<file path="src/hdl/isort_pkg.sv">
package isort_pkg;

    localparam int CAPACITY = 16;
    localparam int DATA_W   = 32;

    typedef struct packed {
        logic signed [DATA_W-1:0] sample_value;
        logic                     batch_end;
    } t_in_beat;

    typedef struct packed {
        logic signed [DATA_W-1:0] sorted_value;
        logic                     final_flag;
        logic                     overflow;
    } t_out_beat;

    typedef struct packed {
        logic insert;
        logic shift;
    } t_cell_ctrl;

endpackage

</file>
<file path="src/hdl/isort_cell.sv">
module isort_cell (
    input  logic                                i_clk,
    input  logic                                i_rst_n,
    input  isort_pkg::t_cell_ctrl               i_ctrl,
    input  logic signed [isort_pkg::DATA_W-1:0] i_value,
    input  logic signed [isort_pkg::DATA_W-1:0] i_left_value,
    input  logic                                i_left_valid,
    input  logic                                i_left_gt,
    input  logic signed [isort_pkg::DATA_W-1:0] i_right_value,
    input  logic                                i_right_valid,
    output logic signed [isort_pkg::DATA_W-1:0] o_value,
    output logic                                o_valid,
    output logic                                o_gt
);

    logic signed [isort_pkg::DATA_W-1:0] r_value;
    logic signed [isort_pkg::DATA_W-1:0] n_value;
    logic                                r_valid;
    logic                                n_valid;
    logic                                w_gt;

    // The stored value is strictly greater, so an equal newcomer lands behind it.
    assign w_gt = r_valid && (r_value > i_value);

    always_comb begin
        n_value = r_value;
        n_valid = r_valid;
        if (i_ctrl.shift) begin
            n_value = i_right_value;
            n_valid = i_right_valid;
        end else if (i_ctrl.insert) begin
            if (i_left_gt) begin
                n_value = i_left_value;
                n_valid = 1'b1;
            end else if (w_gt || (!r_valid && i_left_valid)) begin
                n_value = i_value;
                n_valid = 1'b1;
            end
        end
    end

    always_ff @(posedge i_clk) begin
        if (!i_rst_n) begin
            r_valid <= 1'b0;
        end else begin
            r_valid <= n_valid;
        end
    end

    always_ff @(posedge i_clk) begin
        r_value <= n_value;
    end

    assign o_value = r_value;
    assign o_valid = r_valid;
    assign o_gt    = w_gt;

endmodule

</file>
<file path="src/hdl/insertion_sorter.sv">
// Channel  Direction  Handshake               Payload
// input    in         i_in_valid / o_in_stall   isort_pkg::t_in_beat
// output   out        o_out_valid / i_out_stall isort_pkg::t_out_beat
//
// One input beat per cycle is inserted by the row of compare-and-shift cells while
// the row is not draining; a beat that finds the row full is dropped. A beat with
// batch_end closes the batch; the row then shifts its contents out through cell zero,
// one result beat per cycle unless the output stalls, while the input is stalled.
// Reset empties every cell and clears the drop flag; the store values are not reset.
// An output stall freezes the row, so the presented beat holds.
module insertion_sorter (
    input  logic                  i_clk,
    input  logic                  i_rst_n,
    input  logic                  i_in_valid,
    output logic                  o_in_stall,
    input  isort_pkg::t_in_beat   i_in_data,
    output logic                  o_out_valid,
    input  logic                  i_out_stall,
    output isort_pkg::t_out_beat  o_out_data
);

    localparam int N = isort_pkg::CAPACITY;

    logic signed [isort_pkg::DATA_W-1:0] w_value [N];
    logic                                w_valid [N];
    logic                                w_gt    [N];

    logic                  r_drain;
    logic                  n_drain;
    logic                  r_dropped;
    logic                  n_dropped;
    logic                  w_in_acc;
    logic                  w_out_acc;
    logic                  w_full;
    logic                  w_last;
    isort_pkg::t_cell_ctrl w_ctrl;

    assign w_in_acc  = i_in_valid && !r_drain;
    assign w_out_acc = r_drain && !i_out_stall;
    assign w_full    = w_valid[N-1];
    assign w_last    = !w_valid[1];

    assign w_ctrl.insert = w_in_acc && !w_full;
    assign w_ctrl.shift  = w_out_acc;

    genvar g;
    generate
        for (g = 0; g < N; g++) begin : g_cell
            logic signed [isort_pkg::DATA_W-1:0] w_lv;
            logic                                w_lval;
            logic                                w_lgt;
            logic signed [isort_pkg::DATA_W-1:0] w_rv;
            logic                                w_rval;

            if (g == 0) begin : g_head
                assign w_lv   = '0;
                assign w_lval = 1'b1;
                assign w_lgt  = 1'b0;
            end else begin : g_body
                assign w_lv   = w_value[g-1];
                assign w_lval = w_valid[g-1];
                assign w_lgt  = w_gt[g-1];
            end

            if (g == N-1) begin : g_tail
                assign w_rv   = '0;
                assign w_rval = 1'b0;
            end else begin : g_mid
                assign w_rv   = w_value[g+1];
                assign w_rval = w_valid[g+1];
            end

            isort_cell u_cell (
                .i_clk         (i_clk),
                .i_rst_n       (i_rst_n),
                .i_ctrl        (w_ctrl),
                .i_value       (i_in_data.sample_value),
                .i_left_value  (w_lv),
                .i_left_valid  (w_lval),
                .i_left_gt     (w_lgt),
                .i_right_value (w_rv),
                .i_right_valid (w_rval),
                .o_value       (w_value[g]),
                .o_valid       (w_valid[g]),
                .o_gt          (w_gt[g])
            );
        end
    endgenerate

    always_comb begin
        n_drain   = r_drain;
        n_dropped = r_dropped;
        if (w_in_acc) begin
            if (w_full) begin
                n_dropped = 1'b1;
            end
            if (i_in_data.batch_end) begin
                n_drain = 1'b1;
            end
        end
        if (w_out_acc && w_last) begin
            n_drain   = 1'b0;
            n_dropped = 1'b0;
        end
    end

    always_ff @(posedge i_clk) begin
        if (!i_rst_n) begin
            r_drain   <= 1'b0;
            r_dropped <= 1'b0;
        end else begin
            r_drain   <= n_drain;
            r_dropped <= n_dropped;
        end
    end

    assign o_in_stall              = r_drain;
    assign o_out_valid             = r_drain;
    assign o_out_data.sorted_value = w_value[0];
    assign o_out_data.final_flag   = w_last;
    assign o_out_data.overflow     = r_dropped;

endmodule

</file>
<file path="config.mk">
export PLATFORM = sky130hd
export DESIGN_NAME = insertion_sorter
export DESIGN_NICKNAME = d
export VERILOG_FILES = /design/src/hdl/isort_pkg.sv /design/src/hdl/isort_cell.sv /design/src/hdl/insertion_sorter.sv
export SDC_FILE = /design/constraint.sdc
export NUM_CORES = 2
export LEC_CHECK = 0
export BUFFER_PORTS_ARGS = -buffer_cell sky130_fd_sc_hd__buf_2
export CAP_MARGIN = 20
export CORE_UTILIZATION = 45
export CTS_CLUSTER_DIAMETER = 120
export DETAILED_ROUTE_END_ITERATION = 16
export SLEW_MARGIN = 10
export SYNTH_ARGS = -nofsm -noshare
export SYNTH_HDL_FRONTEND = slang
export SYNTH_SLANG_ARGS = --single-unit
export TNS_END_PERCENT = 20
</file>
<file path="constraint.sdc">
create_clock -name i_clk -period 14.9 [get_ports i_clk]
set_input_delay 2.98 -clock i_clk [delete_from_list [all_inputs] [get_ports i_clk]]
set_output_delay 2.98 -clock i_clk [all_outputs]
set_load 0.01 [all_outputs]
</file>
==> flow_metrics.env <==
export IMPL_nNetsFinal=4360
export IMPL_drt_pre_antenna_iters=5
export IMPL_grt_setup_unrepaired="no"
export IMPL_multi_input_area_sq_um=20950
export IMPL_cp_slowest_cell="nor4_1"
export IMPL_dieHeight_um=290.8
export IMPL_numCtsBuffers=61
export IMPL_regArea_sq_um=15410
export IMPL_synth_edff_count=480
export IMPL_hp_start="r_dropped$_SDFFE_PP0P_"
export IMPL_yosysWarnings=0
export IMPL_reg2reg_slack_ns=10.16
export IMPL_num_io_pins=73
export IMPL_io_buffers=72
export IMPL_intPower_mw=3.080
export IMPL_worst_slew_pin_slew_ns=1.154
export IMPL_clock_skew_final_ns=0.03676
export IMPL_status="completed"
export IMPL_worst_path_max_fanout=34
export IMPL_crit_chain="buf_2, inv_1, buf_4, ha_1, nand4_1, nor4_1, o21ai_0, o2111ai_1, o21ai_0, mux2i_4, buf_4, nor2_1, a31oi_4, buf_16"
export IMPL_clk_path_buf_depth=3
export IMPL_drtIter0Drc=2395
export IMPL_maxSlewHeadroom=0.2305
export IMPL_p_leak_nw=16.60
export IMPL_grt_pass1_wl_um=174300
export IMPL_start_util=0.4557
export IMPL_hold_violations=0
export IMPL_holdPathStages=2
export IMPL_start_kind="input pin"
export IMPL_max_freq_mhz=134.3
export IMPL_p_per_area_nw_per_um2=108.9
export IMPL_postCtsResizedCells=0
export IMPL_h_tree_depth=2
export IMPL_clkPwrFrac=0.345
export IMPL_min_period_ns=7.444
export IMPL_viasPerCell=6.064
export IMPL_async_reset_ff_frac=0
export IMPL_dieArea_sq_um=84580
export IMPL_gr_usage_all_layers=0.2601
export IMPL_ir_worst_vdd_uv=108.4
export IMPL_p_seq_frac=0.441
export IMPL_final_util=0.4980
export IMPL_slowest_delay_ns=0.82
export IMPL_combPwrFrac=0.214
export IMPL_antenna_found_initial=2
export IMPL_fillers=7647
export IMPL_worstPathRequired_ns=15.23
export IMPL_area_delta_synth_final_pct=9.273
export IMPL_switching_power_mw=1.388
export IMPL_routed_wirelength_um=111400
export IMPL_ant_nets=0
export IMPL_grt_ovfl_total=0
export IMPL_hold_buffers=0
export IMPL_crit_type="in2reg"
export IMPL_die_width_um=290.8
export IMPL_post_drt_wl_per_cell_um=22.45
export IMPL_finalCritPeriodShare=0.4996
export IMPL_rows=105
export IMPL_path_clk_slew_ns=0.06
export IMPL_synth_sequential_area_ratio=0.4106
export IMPL_vias=30100
export IMPL_mappedNetlistNets=4400
export IMPL_end_kind="flip-flop"
export IMPL_whs_endpoint="r_dropped$_SDFFE_PP0P_"
export IMPL_cts_tree="done"
export IMPL_cp_top_family="buffers and inverters"
export IMPL_netlist_area_sq_um=37540
export IMPL_gp_congestion=0.8819
export IMPL_finalSetupViolCount=0
export IMPL_layout_drive_gt1_share=0.07400
export IMPL_rr_startpoint="g_cell[7].u_cell.o_value[13]$_DFFE_PP_"
export IMPL_worstHoldPathType="reg2reg"
export IMPL_coreArea_sq_um=82370
export IMPL_worstSkewPairLatency_ns=0.65
export IMPL_synth_main_ff_cell="edfxtp_1"
export IMPL_max_cap_violations=0
export IMPL_grt_max_degree=262
export IMPL_crit_arrival_ns=7.78
export IMPL_cts_root_buffer="clkbuf_16"
export IMPL_dp_final_hpwl_um=81560
export IMPL_synth_cell_types=68
export IMPL_drc=0
export IMPL_ys_ff_latch=530
export IMPL_critPathBufInv=5
export IMPL_syn_inst=3883
export IMPL_swShare=0.3107
export IMPL_syn_mean_instance_area_sq_um=9.667
export IMPL_cts_sinks=530
export IMPL_r2r_end="g_cell[7].u_cell.o_value[3]$_DFFE_PP_"
export IMPL_timing_setup_tns_ns=0
export IMPL_post_cts_buffers=0
export IMPL_grt_pass1_vias=29540
export IMPL_worstRegToRegCells=11
export IMPL_slew_violations=0
## layout make-up
cell class / count / share of cell area
antenna: 1 / 0.00006101
clock buffer: 78 / 0.03974
clock inverter: 34 / 0.008449
inverter: 82 / 0.007504
multi-input combinational: 3015 / 0.5106
sequential: 530 / 0.3758
tap: 1070 / 0.03264
timing repair buffer: 153 / 0.02520
## Yosys cell counts (6+ instances only)
| cell | instances | area share |
|---|---|---|
| a31oi_1 | 79 | 0.013 |
| nand4_1 | 150 | 0.025 |
| inv_1 | 82 | 0.0082 |
| a221oi_1 | 13 | 0.0030 |
| nor3_1 | 116 | 0.015 |
| o21ai_1 | 133 | 0.018 |
| a21o_1 | 46 | 0.0092 |
| a41oi_1 | 6 | 0.0014 |
| buf_6 | 10 | 0.0030 |
| nor2b_1 | 21 | 0.0035 |
| mux2i_1 | 317 | 0.085 |
| o31a_1 | 37 | 0.0086 |
| nor4_1 | 18 | 0.0030 |
| and4_1 | 16 | 0.0037 |
| a211oi_1 | 7 | 0.0014 |
| o31ai_1 | 7 | 0.0014 |
| dfxtp_1 | 50 | 0.027 |
| edfxtp_1 | 480 | 0.38 |
| o211ai_1 | 14 | 0.0028 |
| a21oi_1 | 315 | 0.042 |
| nand2_1 | 598 | 0.060 |
| o21a_1 | 12 | 0.0024 |
| buf_2 | 16 | 0.0021 |
| o211a_1 | 9 | 0.0024 |
| nand2b_1 | 14 | 0.0023 |
| nand3_1 | 64 | 0.0085 |
| buf_4 | 24 | 0.0048 |
| ha_1 | 480 | 0.16 |
| o21ai_0 | 399 | 0.053 |
| clkbuf_1 | 204 | 0.020 |
| nor2_1 | 67 | 0.0067 |
| a21boi_0 | 10 | 0.0020 |
## cell usage in the layout, fill, tap and decap left out, types with 18 or more instances in the layout
cell | Yosys | routed
nand2_1 | 598 | 598
ha_1 | 480 | 480
edfxtp_1 | 480 | 480
o21ai_0 | 399 | 395
mux2i_1 | 317 | 317
a21oi_1 | 315 | 315
nand4_1 | 150 | 150
o21ai_1 | 133 | 132
nor3_1 | 116 | 115
inv_1 | 82 | 82
buf_4 | 24 | 76
buf_2 | 16 | 72
a31oi_1 | 79 | 71
nand3_1 | 64 | 64
nor2_1 | 67 | 63
clkbuf_16 | 0 | 61
dfxtp_1 | 50 | 50
a21o_1 | 46 | 46
o31a_1 | 37 | 37
nor2b_1 | 21 | 20
nor4_1 | 18 | 18
## through the flow
stage	instances	instance area [sq um]	total power, mW	setup slack, ns	hold slack [ns]
after floorplan	3883	37540	2.629	7.010	0.4380
after global placement	4848	39000	2.925	6.489	0.4909
after detailed placement	4849	39020	2.948	6.660	0.4827
after CTS	4961	41000	4.493	7.362	0.4973
after global routing	4963	41020	4.682	7.249	0.5242
final	4963	41020	4.468	7.456	0.4910
## sequential cells by signal, summed over array words and instances (netlist names)
signal                 cells
g_cell.u_cell.o_value    512
g_cell.u_cell.o_valid     16
o_in_stall                 1
r_dropped                  1
## power by group through the flow
stage / clock, mW / sequential, mW / combinational (mW)
6_report: 1.54 / 1.97 / 0.958
2_1_floorplan: 0 / 1.96 / 0.671
3_3_place_gp: 0 / 2.00 / 0.928
5_1_grt: 1.62 / 1.99 / 1.07
3_5_place_dp: 0 / 2.00 / 0.950
4_1_cts: 1.57 / 1.97 / 0.956
## logic make-up (layout without fill, tap and decap cells)
group,count (synthesis),in the layout,share of synthesized area
AO/OA/AOI/OAI,1124,1124,0.1704
AND/OR/NAND/NOR,1085,1085,0.1324
flip-flops,530,530,0.4106
adder cells (fa/ha/maj),480,480,0.1600
buffers and inverters,338,347,0.03873
multiplexers,323,323,0.08723
XOR/XNOR,3,3,0.0007001
other,0,1,0
## routing by layer
layer  vias up  GRT usage  share of wire
met5         -          0        0.00012
met4         2    0.09550          0.035
met3       181    0.03266          0.050
met2       827     0.4273           0.46
met1     14450     0.3505           0.45
li1      14640          -              -
## tightest hold or removal path: cells and delay by family, from the launching register on
family | cells | cell delay [ns]
flip-flops | 1 | 0.34
AO/OA/AOI/OAI | 1 | 0.05
AND/OR/NAND/NOR | 1 | 0.07
## worst max-delay path by stage
stage | from | endpoint | slack [ns] | cells after the start
2_1_floorplan | i_in_data[32] | g_cell[5].u_cell.o_value[0]$_DFFE_PP_ | 7.01 | 11
3_3_place_gp | i_in_data[12] | g_cell[7].u_cell.o_value[8]$_DFFE_PP_ | 6.49 | 13
3_5_place_dp | i_in_data[12] | g_cell[7].u_cell.o_value[10]$_DFFE_PP_ | 6.66 | 14
4_1_cts | i_in_data[12] | g_cell[7].u_cell.o_value[3]$_DFFE_PP_ | 7.36 | 14
5_1_grt | i_in_data[12] | g_cell[7].u_cell.o_value[3]$_DFFE_PP_ | 7.25 | 14
6_report | i_in_data[12] | g_cell[7].u_cell.o_value[3]$_DFFE_PP_ | 7.46 | 14
Note: power is estimated with default switching activity, not from simulation.
